### src/rtl/gfc_pkg.sv
// ----------------------------------------------------------------------------
// gfc_pkg
// shared types and constants of the gated frequency counter
// ----------------------------------------------------------------------------
package gfc_pkg;

  typedef enum logic [1:0] {
    CMD_EDGE = 2'd0,
    CMD_TICK = 2'd1,
    CMD_BYTE = 2'd2,
    CMD_NONE = 2'd3
  } cmd_e;

  typedef enum logic [0:0] {
    REG_GATE_TICKS = 1'b0,
    REG_CAL_GAIN   = 1'b1
  } reg_idx_e;

  localparam int unsigned CountW    = 32;
  localparam int unsigned TickW     = 16;
  localparam int unsigned GainW     = 31;
  localparam int unsigned GainFracW = 30;
  localparam int unsigned SelW      = 2;
  localparam int unsigned CfgDataW  = 31;

  localparam logic [TickW-1:0] GateTicksReset = 16'd1000;
  localparam logic [GainW-1:0] CalGainReset   = 31'd1073746119;

  // console letters in upper case, and the bounds of the lower-case range
  localparam logic [7:0] CharA = 8'h41;
  localparam logic [7:0] CharC = 8'h43;
  localparam logic [7:0] CharD = 8'h44;
  localparam logic [7:0] CharH = 8'h48;
  localparam logic [7:0] CharM = 8'h4d;
  localparam logic [7:0] CharT = 8'h54;
  localparam logic [7:0] CharLowA = 8'h61;
  localparam logic [7:0] CharLowZ = 8'h7a;

  // one processed beat on its way to the calibration stage
  typedef struct packed {
    logic              latch_en;
    logic [CountW-1:0] count;
    logic              hold;
    logic              led;
    logic [SelW-1:0]   clk_sel;
    logic              gate_done;
    logic              clear_req;
  } step_t;

endpackage

### src/rtl/gfc_cfg_regs.sv
// ----------------------------------------------------------------------------
// gfc_cfg_regs
// gate length and calibration gain registers
// ----------------------------------------------------------------------------
module gfc_cfg_regs import gfc_pkg::*; (
  input  logic                clk_i,
  input  logic                rst_ni,
  input  logic                wr_en_i,
  input  logic [0:0]          wr_index_i,
  input  logic [CfgDataW-1:0] wr_data_i,
  output logic [TickW-1:0]    gate_ticks_o,
  output logic [GainW-1:0]    cal_gain_o
);

  logic [TickW-1:0] gate_ticks_q;
  logic [GainW-1:0] cal_gain_q;

  always_ff @(posedge clk_i or negedge rst_ni) begin
    if (!rst_ni) begin
      gate_ticks_q <= GateTicksReset;
      cal_gain_q   <= CalGainReset;
    end else if (wr_en_i) begin
      case (reg_idx_e'(wr_index_i))
        REG_GATE_TICKS: gate_ticks_q <= wr_data_i[TickW-1:0];
        REG_CAL_GAIN:   cal_gain_q   <= wr_data_i[GainW-1:0];
        default: ;
      endcase
    end
  end

  assign gate_ticks_o = gate_ticks_q;
  assign cal_gain_o   = cal_gain_q;

endmodule

### src/rtl/gfc_state.sv
// ----------------------------------------------------------------------------
// gfc_state
// counters, hold, led and clock select; decodes one beat per step
// ----------------------------------------------------------------------------
module gfc_state import gfc_pkg::*; (
  input  logic             clk_i,
  input  logic             rst_ni,
  input  logic             step_en_i,
  input  logic [1:0]       command_i,
  input  logic [7:0]       byte_value_i,
  input  logic [TickW-1:0] gate_ticks_i,
  output step_t            step_o
);

  logic [CountW-1:0] event_q, event_d;
  logic [TickW-1:0]  tick_q, tick_d;
  logic              hold_q, hold_d;
  logic              led_q, led_d;
  logic [SelW-1:0]   sel_q, sel_d;

  logic [TickW:0]    tick_next;
  logic [TickW:0]    limit;
  logic [7:0]        up_char;
  logic              gate_end;
  logic              clear_req;

  always_comb begin
    tick_next = {1'b0, tick_q} + {{TickW{1'b0}}, 1'b1};
    limit     = (gate_ticks_i == '0) ? {{TickW{1'b0}}, 1'b1} : {1'b0, gate_ticks_i};
    // fold lower case onto upper case
    up_char   = ((byte_value_i >= CharLowA) && (byte_value_i <= CharLowZ))
                ? (byte_value_i & 8'hdf) : byte_value_i;

    event_d   = event_q;
    tick_d    = tick_q;
    hold_d    = hold_q;
    led_d     = led_q;
    sel_d     = sel_q;
    gate_end  = 1'b0;
    clear_req = 1'b0;

    case (cmd_e'(command_i))
      CMD_EDGE: event_d = event_q + 32'd1;
      CMD_TICK: begin
        if (tick_next >= limit) begin
          gate_end = 1'b1;
          tick_d   = '0;
          event_d  = '0;
          led_d    = ~led_q;
        end else begin
          tick_d = tick_next[TickW-1:0];
        end
      end
      CMD_BYTE: begin
        case (up_char)
          CharA:   led_d = 1'b1;
          CharD:   led_d = 1'b0;
          CharT:   led_d = ~led_q;
          CharC:   clear_req = 1'b1;
          CharM:   sel_d = sel_q + 2'd1;
          CharH:   hold_d = ~hold_q;
          default: ;
        endcase
      end
      default: ;
    endcase

    step_o.latch_en  = gate_end & ~hold_q;
    step_o.count     = event_q;
    step_o.hold      = hold_d;
    step_o.led       = led_d;
    step_o.clk_sel   = sel_d;
    step_o.gate_done = gate_end;
    step_o.clear_req = clear_req;
  end

  always_ff @(posedge clk_i or negedge rst_ni) begin
    if (!rst_ni) begin
      event_q <= '0;
      tick_q  <= '0;
      hold_q  <= 1'b0;
      led_q   <= 1'b0;
      sel_q   <= '0;
    end else if (step_en_i) begin
      event_q <= event_d;
      tick_q  <= tick_d;
      hold_q  <= hold_d;
      led_q   <= led_d;
      sel_q   <= sel_d;
    end
  end

endmodule

### src/rtl/gfc_calib.sv
// ----------------------------------------------------------------------------
// gfc_calib
// count times q1.30 gain, saturated to 32 bits, into the frequency latch
// ----------------------------------------------------------------------------
module gfc_calib import gfc_pkg::*; (
  input  logic              clk_i,
  input  logic              rst_ni,
  input  logic              load_i,
  input  logic              latch_en_i,
  input  logic [CountW-1:0] count_i,
  input  logic [GainW-1:0]  gain_i,
  output logic [CountW-1:0] freq_o
);

  localparam int unsigned ProdW = CountW + GainW;

  logic [ProdW-1:0]          prod;
  logic [ProdW-GainFracW-1:0] scaled;
  logic [CountW-1:0]         sat;
  logic [CountW-1:0]         freq_q, freq_d;

  always_comb begin
    prod   = {{GainW{1'b0}}, count_i} * {{CountW{1'b0}}, gain_i};
    scaled = prod[ProdW-1:GainFracW];
    // anything past 32 bits clips to all ones
    sat    = (scaled[ProdW-GainFracW-1:CountW] != '0) ? '1 : scaled[CountW-1:0];
    freq_d = (load_i && latch_en_i) ? sat : freq_q;
  end

  always_ff @(posedge clk_i or negedge rst_ni) begin
    if (!rst_ni) begin
      freq_q <= '0;
    end else begin
      freq_q <= freq_d;
    end
  end

  assign freq_o = freq_q;

endmodule

### src/rtl/gated_frequency_counter.sv
// ----------------------------------------------------------------------------
// gated_frequency_counter
// frequency meter core: edge counting, gated latch with calibration, console
// ----------------------------------------------------------------------------
// usage
//   input channel (in_valid_i / in_ready_o): one beat carries command_i and
//   byte_value_i; edge, millisecond tick or console byte
//   output channel (out_valid_o / out_ready_i): exactly one result beat per
//   input beat, in order, reporting the state after that beat
//   config channel (cfg_valid_i / cfg_ready_o): index 0 gate length in ticks,
//   index 1 q1.30 calibration gain; always ready, write only while idle
// timing
//   three register stages: input register, state update into a step register,
//   then the 32x31 calibration multiply into the result register; out_valid_o
//   rises as the beat enters the result register; one beat per cycle while
//   out_ready_i is high, and the multiply sits alone in the last stage
// reset
//   counters, latch, hold, led and clock select clear; gate length 1000 and
//   gain about 1.000004; all stages empty
// stall
//   when out_ready_i is low the result holds and empty stages still fill, so
//   up to three beats are taken before in_ready_o drops
// ----------------------------------------------------------------------------
module gated_frequency_counter import gfc_pkg::*; (
  input  logic                clk_i,
  input  logic                rst_ni,
  // input beats
  input  logic                in_valid_i,
  output logic                in_ready_o,
  input  logic [1:0]          command_i,
  input  logic [7:0]          byte_value_i,
  // result beats
  output logic                out_valid_o,
  input  logic                out_ready_i,
  output logic [CountW-1:0]   frequency_o,
  output logic                hold_on_o,
  output logic                led_on_o,
  output logic [SelW-1:0]     clock_out_select_o,
  output logic                gate_done_o,
  output logic                clear_request_o,
  // register writes
  input  logic                cfg_valid_i,
  output logic                cfg_ready_o,
  input  logic [0:0]          cfg_index_i,
  input  logic [CfgDataW-1:0] cfg_wdata_i
);

  logic [TickW-1:0] gate_ticks;
  logic [GainW-1:0] cal_gain;

  // stage 1: input register
  logic       s1_v_q;
  logic [1:0] s1_cmd_q;
  logic [7:0] s1_byte_q;
  // stage 2: processed step
  logic       s2_v_q;
  step_t      s2_q;
  step_t      step;
  // stage 3: result register (frequency lives in the calibration unit)
  logic            out_v_q;
  logic            out_hold_q;
  logic            out_led_q;
  logic [SelW-1:0] out_sel_q;
  logic            out_gate_q;
  logic            out_clr_q;

  logic out_adv, s2_adv, s1_adv;
  logic s1_fire, s2_fire;

  // a stage moves when it is empty or its content moves on
  assign out_adv = ~out_v_q | out_ready_i;
  assign s2_adv  = ~s2_v_q | out_adv;
  assign s1_adv  = ~s1_v_q | s2_adv;
  assign s1_fire = s1_v_q & s2_adv;
  assign s2_fire = s2_v_q & out_adv;

  assign in_ready_o  = s1_adv;
  assign cfg_ready_o = 1'b1;

  gfc_cfg_regs u_cfg (
    .clk_i        (clk_i),
    .rst_ni       (rst_ni),
    .wr_en_i      (cfg_valid_i),
    .wr_index_i   (cfg_index_i),
    .wr_data_i    (cfg_wdata_i),
    .gate_ticks_o (gate_ticks),
    .cal_gain_o   (cal_gain)
  );

  // state advances exactly once per beat, as it leaves the input register
  gfc_state u_state (
    .clk_i        (clk_i),
    .rst_ni       (rst_ni),
    .step_en_i    (s1_fire),
    .command_i    (s1_cmd_q),
    .byte_value_i (s1_byte_q),
    .gate_ticks_i (gate_ticks),
    .step_o       (step)
  );

  // frequency latch updates as the step enters the result register
  gfc_calib u_calib (
    .clk_i      (clk_i),
    .rst_ni     (rst_ni),
    .load_i     (s2_fire),
    .latch_en_i (s2_q.latch_en),
    .count_i    (s2_q.count),
    .gain_i     (cal_gain),
    .freq_o     (frequency_o)
  );

  // valid bits of the three stages
  always_ff @(posedge clk_i or negedge rst_ni) begin
    if (!rst_ni) begin
      s1_v_q  <= 1'b0;
      s2_v_q  <= 1'b0;
      out_v_q <= 1'b0;
    end else begin
      if (s1_adv) begin
        s1_v_q <= in_valid_i;
      end
      if (s2_adv) begin
        s2_v_q <= s1_v_q;
      end
      if (out_adv) begin
        out_v_q <= s2_v_q;
      end
    end
  end

  // payload registers
  always_ff @(posedge clk_i) begin
    if (s1_adv) begin
      s1_cmd_q  <= command_i;
      s1_byte_q <= byte_value_i;
    end
    if (s2_adv) begin
      s2_q <= step;
    end
    if (s2_fire) begin
      out_hold_q <= s2_q.hold;
      out_led_q  <= s2_q.led;
      out_sel_q  <= s2_q.clk_sel;
      out_gate_q <= s2_q.gate_done;
      out_clr_q  <= s2_q.clear_req;
    end
  end

  assign out_valid_o        = out_v_q;
  assign hold_on_o          = out_hold_q;
  assign led_on_o           = out_led_q;
  assign clock_out_select_o = out_sel_q;
  assign gate_done_o        = out_gate_q;
  assign clear_request_o    = out_clr_q;

`ifndef ASSERT_OFF
  // a latch request only comes from a gate end outside hold
  assert property (@(posedge clk_i) disable iff (!rst_ni)
    (s2_v_q && s2_q.latch_en) |-> (s2_q.gate_done && !s2_q.hold))
    else $error("latch request without gate end or in hold");

  // the frequency only moves together with a gate-end result
  assert property (@(posedge clk_i) disable iff (!rst_ni)
    (out_v_q && $past(out_v_q) && (frequency_o != $past(frequency_o))) |-> gate_done_o)
    else $error("frequency changed without gate end");

  // one beat is either a tick or a byte, never both
  assert property (@(posedge clk_i) disable iff (!rst_ni)
    out_valid_o |-> !(gate_done_o && clear_request_o))
    else $error("gate end and clear request in one result");

  // an empty result register never blocks the input
  assert property (@(posedge clk_i) disable iff (!rst_ni)
    !out_valid_o |-> in_ready_o)
    else $error("input stalled with empty output");
`endif

endmodule

### config.mk
export PLATFORM = sky130hd
export DESIGN_NAME = gated_frequency_counter
export DESIGN_NICKNAME = d
export VERILOG_FILES = /design/src/rtl/gfc_pkg.sv /design/src/rtl/gfc_cfg_regs.sv /design/src/rtl/gfc_state.sv /design/src/rtl/gfc_calib.sv /design/src/rtl/gated_frequency_counter.sv
export SDC_FILE = /design/constraint.sdc
export NUM_CORES = 2
export LEC_CHECK = 0
export ABC_AREA = 1
export ABC_CLOCK_PERIOD_IN_PS = 11400
export BUFFER_PORTS_ARGS = -buffer_cell sky130_fd_sc_hd__buf_2
export CORE_MARGIN = 1.5
export CORE_UTILIZATION = 45
export CTS_CLUSTER_DIAMETER = 50
export CTS_CLUSTER_SIZE = 30
export DETAILED_ROUTE_END_ITERATION = 10
export PLACE_DENSITY_LB_ADDON = 0.08
export SLEW_MARGIN = 5
export SYNTH_ARGS = -nofsm -noshare
export SYNTH_HDL_FRONTEND = slang
export SYNTH_SLANG_ARGS = --single-unit
export TNS_END_PERCENT = 50
### constraint.sdc
create_clock -name clk_i -period 11.4 [get_ports clk_i]
set_input_delay 1.14 -clock clk_i [delete_from_list [all_inputs] [get_ports clk_i]]
set_output_delay 1.14 -clock clk_i [all_outputs]
set_load 0.01 [all_outputs]
# Yosys cells after proc, flatten, opt, wreduce, memory -nomap -nowiden

Index checks and enable logic that the tools add are counted.

Bits in registers: 189
Input port bits: 47
Output and inout bits: 41
Logic and storage cells: 78

Add/subtract/negate cells: 3
$mul: 1
$lt $le $gt $ge: 3
Eq/ne operators: 9
Multiplexer cells: 16
Bitwise logic cells: 12
Reduce and logical (&&, ||, !) cells: 9

Operators with widths:

| operator                                                                             | count |
|---|---|
| 32-bit two-way mux                                                                   | 2 |
| 32-bit case mux with 2 select lines                                                  | 1 |
| 32-bit by 31-bit multiplier with 63-bit output                                       | 1 |
| 8-bit by 7-bit == test with 1-bit output (second input constant)                     | 6 |
| 32-bit by 1-bit adder with 32-bit output (second input constant)                     | 1 |
| 16-bit two-way mux                                                                   | 2 |
| 16-bit by 1-bit adder with 17-bit output (second input constant)                     | 1 |
| 17-bit greater-or-equal comparator                                                   | 1 |
| 16-bit logical NOT                                                                   | 1 |
| 8-bit by 7-bit greater-or-equal comparator with 1-bit output (second input constant) | 1 |
| 8-bit by 7-bit <= comparator with 1-bit output (second input constant)               | 1 |
| 1-bit two-way mux                                                                    | 6 |
| 6-bit two-way mux                                                                    | 1 |
| 1-bit inverter                                                                       | 6 |
| 2-bit AND reduction                                                                  | 3 |
| 2-bit two-way mux                                                                    | 2 |
| 1-bit bitwise AND                                                                    | 3 |
| 1-bit bitwise OR                                                                     | 3 |
| 1-bit case mux with 3 select lines                                                   | 1 |
| 3-bit AND reduction                                                                  | 1 |
| 2-bit by 1-bit adder with 2-bit output (second input constant)                       | 1 |
| 2-bit by 1-bit == test with 1-bit output (second input constant)                     | 1 |
| 2-bit == test (second input constant)                                                | 1 |
| 1-bit logical AND                                                                    | 2 |
| 4 further kinds                                                                      | 4 |

# Logic depth before layout (Yosys ltp)

Word-level depth: 6
Gate-level depth with buffers: 35

# Hierarchy

From an unflattened synthesis, not the netlist that was laid out.

Cells, all modules: 5504
Area, all modules: 42670.9 µm²

By module, submodules not included:

| module                  | times used | cells each | area each (µm²) |
|---|---|---|---|
| gfc_calib               | 1          | 4663       | 35013.6 |
| gfc_state               | 1          | 563        | 3980.1 |
| gfc_cfg_regs            | 1          | 205        | 1880.6 |
| gated_frequency_counter | 1          | 73         | 1796.7 |

# Worst setup path after synthesis

Ideal clock, no wire load.

Path type: reg2reg
From: register u_cfg.cal_gain_q[7], in the netlist u_cfg.cal_gain_o[7]
To: register u_calib.freq_q[21], in the netlist u_calib.freq_o[21]
Setup time: 0.130 ns
Data arrival time: 6.619 ns
Setup slack: 4.651 ns
Cell stages (with the launch flop): 26
Buffers on the path: 2
Period minus slack after synthesis: 6.749 ns
Cells stage by stage: dfstp_2 -> clkbuf_1 -> clkbuf_1 -> nand2_1 -> fa_1 -> fa_1 -> fa_1 -> fa_1 -> inv_1 -> fa_1 -> fa_1 -> fa_1 -> inv_1 -> fa_1 -> inv_1 -> ha_1 -> nand2_1 -> nor2_2 -> inv_1 -> nor2_1 -> and3_1 -> nand2_2 -> nand3_1 -> nand2_2 -> nor2_4 -> a21oi_2

Word-level cells in the longest chain between the ends: 2

RTL lines:

| element                                        | line               | source |
|---|---|---|
| start, declared                                | gfc_cfg_regs.sv:16 | `logic [GainW-1:0] cal_gain_q;` |
| start signal, assigned                         | gfc_cfg_regs.sv:21 | `cal_gain_q <= CalGainReset;` |
| start signal, assigned                         | gfc_cfg_regs.sv:25 | `REG_CAL_GAIN: cal_gain_q <= wr_data_i[GainW-1:0];` |
| 32-bit by 31-bit multiplier with 63-bit output | gfc_calib.sv:23    | `prod = {{GainW{1'b0}}, count_i} * {{CountW{1'b0}}, gain_i};` |
| 32-bit two-way mux                             | gfc_calib.sv:26    | `sat = (scaled[ProdW-GainFracW-1:CountW] != '0) ? '1 : scaled[CountW-1:0];` |
| end signal, assigned                           | gfc_calib.sv:34    | `freq_q <= freq_d;` |
| end, declared                                  | gfc_calib.sv:20    | `logic [CountW-1:0] freq_q, freq_d;` |

No other way between the ends.
A chain may end at the register's enable or synchronous reset.

# Worst setup path after layout

From: register u_cfg.cal_gain_q[25], in the netlist u_cfg.cal_gain_o[25]
To: register u_calib.freq_q[3], in the netlist u_calib.freq_o[3]

The elaborated chain is that of the path after synthesis.

==> impl_metrics.json <==
{
  "clock-sinks": 189,
  "grt_pass1_vias": 35100,
  "grtUsageTotal": 0.264,
  "io_pins": 88,
  "grt_pass1_wl_um": 199000,
  "root_buffer": "clkbuf_16",
  "postCtsHoldBufs": 0,
  "grt_start_max_net_pins": 85,
  "max_freq_ghz": 0.129,
  "insertion_delay_ps": 510,
  "cp-endpoint": "u_calib.freq_o[3]",
  "final_common_cell": "inv_1",
  "min_period_ps": 7770,
  "syn_nets": 6685,
  "crit_start": "u_cfg.cal_gain_o[25]",
  "final.setup.tns_ps": 0,
  "critPathRequiredTime_ps": 11780,
  "reg2reg_setup_slack_ps": 3630,
  "vias": 32700,
  "async_flop_share": 0.709,
  "antenna_left": 0,
  "port-buffer-count": 86,
  "n_antenna_cell": 0,
  "area_delta_synth_final_pct": 4.94,
  "grt-ovfl-total": 0,
  "fin_util": 0.478,
  "r2r-end": "u_calib.freq_o[3]",
  "ys_seq_elements": 189,
  "hpwl_um": 100000,
  "clock_path_buffers": 2,
  "rsz0062_at_grt": "no",
  "skew_ps": 27.6,
  "first_pass_iters": 5,
  "layout-drive-gt1-share": 0.0506,
  "critPathLaunchType": "flip-flop",
  "cts_made_buffers": 17,
  "yosysSeqAreaShare": 0.117,
  "drv_cap": 0,
  "post_drt_via_cell_ratio": 4.89,
  "cp-end-kind": "flip-flop",
  "yosysWarningCount": 0,
  "worstMarginPinSlew_ps": 913,
  "post_cts_buffers": 0,
  "synthCells": 5499,
  "r2r_cells": 26,
  "gp_congestion": 0.979,
  "drc": 0,
  "antenna_found_initial": 0,
  "fin_nets": 6604,
  "start_util": 0.456,
  "syn_avg_cell_area_um2": 7.77,
  "fin_crit_sh": 0.682,
  "wire_per_inst_um": 18.1,
  "holdWs_ps": 424,
  "setup_viol": 0,
  "status": "finished clean",
  "core_area_mm2": 0.0937,
  "synth_ff_type": "dfrtp_1",
  "die_y_um": 311,
  "hold_viol": 0,
  "min-delay-path-class": "reg -> reg",
  "drt-total-wl_um": 121000,
  "timing.rr.start": "u_cfg.cal_gain_o[25]",
  "rows": 112,
  "arrival_ps": 8150,
  "synth_cell_type_count": 48,
  "cts_tree": "built",
  "cts_max_level": 4,
  "clkTransAtPathRegs_ps": 100,
  "slew-limit-headroom": 0.391,
  "die_w_um": 311,
  "synth_area_mm2": 0.0427,
  "synth_edf_count": 55,
  "cts_resized": 0,
  "critical_path_class": "reg -> reg",
  "finalMaxSlewViolations": 0,
  "drt_iter0_drc": 2126,
  "die_area_mm2": 0.0968,
  "layout_common_cells": "1625 x inv_1, 1613 x nand2_1, 865 x fa_1",
  "crit_fanout": 22
}
-- registers in the layout, summed over array words and instances, names as in the netlist, 8 cells and up --
register,count
s1_byte_q,8
s2_q,39
u_calib.freq_o,32
u_cfg.cal_gain_o,31
u_cfg.gate_ticks_o,16
u_state.event_q,32
u_state.tick_q,16
-- kinds of logic (layout without fill, tap and decap cells) --
kind of cell    count (synthesis)  after routing  synth area share
fa+ha+maj                    1139           1139             0.485
flops                         189            189             0.117
other cells                     1              1         0.0000877
xor+xnor                       41             41           0.00840
simple gates                 2002           2002             0.187
compound gates                232            232            0.0311
buf+inv                      1879           1811             0.166
mux                            16             16           0.00419
-- synthesized netlist by cell type (all sizes together) (26+ instances only) --
library cell / instances / area share
inv: 1632 / 0.14
nand2: 1624 / 0.14
fa: 865 / 0.41
ha: 274 / 0.080
clkbuf: 204 / 0.018
nor2: 176 / 0.017
dfrtp: 121 / 0.071
o21ai: 104 / 0.012
nand3: 102 / 0.013
a21oi: 81 / 0.010
edfxtp: 55 / 0.039
buf: 43 / 0.0047
nand4: 37 / 0.0054
nor3: 31 / 0.0037
xor2: 26 / 0.0053
-- through the flow --
step	setup slack, ps	instance area [um^2]	std cells
2_1_floorplan	4650	42700	5499
3_3_place_gp	3730	44200	6653
3_5_place_dp	3760	44200	6653
4_1_cts	3680	44800	6685
5_1_grt	3240	44800	6685
6_report	3630	44800	6685
-- cell type report --
class                           count  area (um^2)
Timing Repair Buffer              147          895
Clock inverter                     15          184
Sequential cell                   189         5020
Tap cell                         1254         1570
Multi-Input combinational cell   3431        30600
Inverter                         1632         6130
Fill cell                        9496        48900
Clock buffer                       17          425
-- critical path, stage by stage (launching register included) --
cell and delay [ps]:
dfrtp_1 800, buf_4 410, nand2_1 130, fa_1 560
inv_1 50, fa_1 570, fa_1 450, fa_1 570
fa_1 450, fa_1 450, fa_1 560, inv_1 70
fa_1 480, inv_1 40, ha_1 420, nand2_1 140
nor2_2 120, inv_1 70, nor2_1 190, and3_1 210
nand2_2 90, nand2_1 80, nand2_2 60, nand2_4 340
nand3_1 130, nand2_1 100, nand2_1 50
-- layer usage --
| metal | vias to the layer above | share of wire | track usage |
|---|---|---|---|
| met1 | 16500 | 0.47 | 0.382 |
| met5 | - | 0 | 0 |
| met4 | 0 | 0.014 | 0.0489 |
| met3 | 85 | 0.049 | 0.0289 |
| met2 | 696 | 0.47 | 0.432 |
| li1 | 15400 | - | - |
-- worst min-delay path by stage --
| stage | startpoint | end | slack (ps) | cells after the start |
|---|---|---|---|---|
| detailed placement | s2_q[1] | gate_done_o | 410 | 0 |
| global route | s2_q[0] | clear_request_o | 430 | 0 |
| CTS | s2_q[0] | clear_request_o | 430 | 0 |
| floorplan | s2_q[0] | clear_request_o | 400 | 0 |
| finish | s2_q[0] | clear_request_o | 420 | 0 |
| global placement | s2_q[0] | clear_request_o | 410 | 0 |
Power is left out: the tool's default activity adds up to more than one toggle a clock period on the data nets, which glitch-free logic cannot reach.
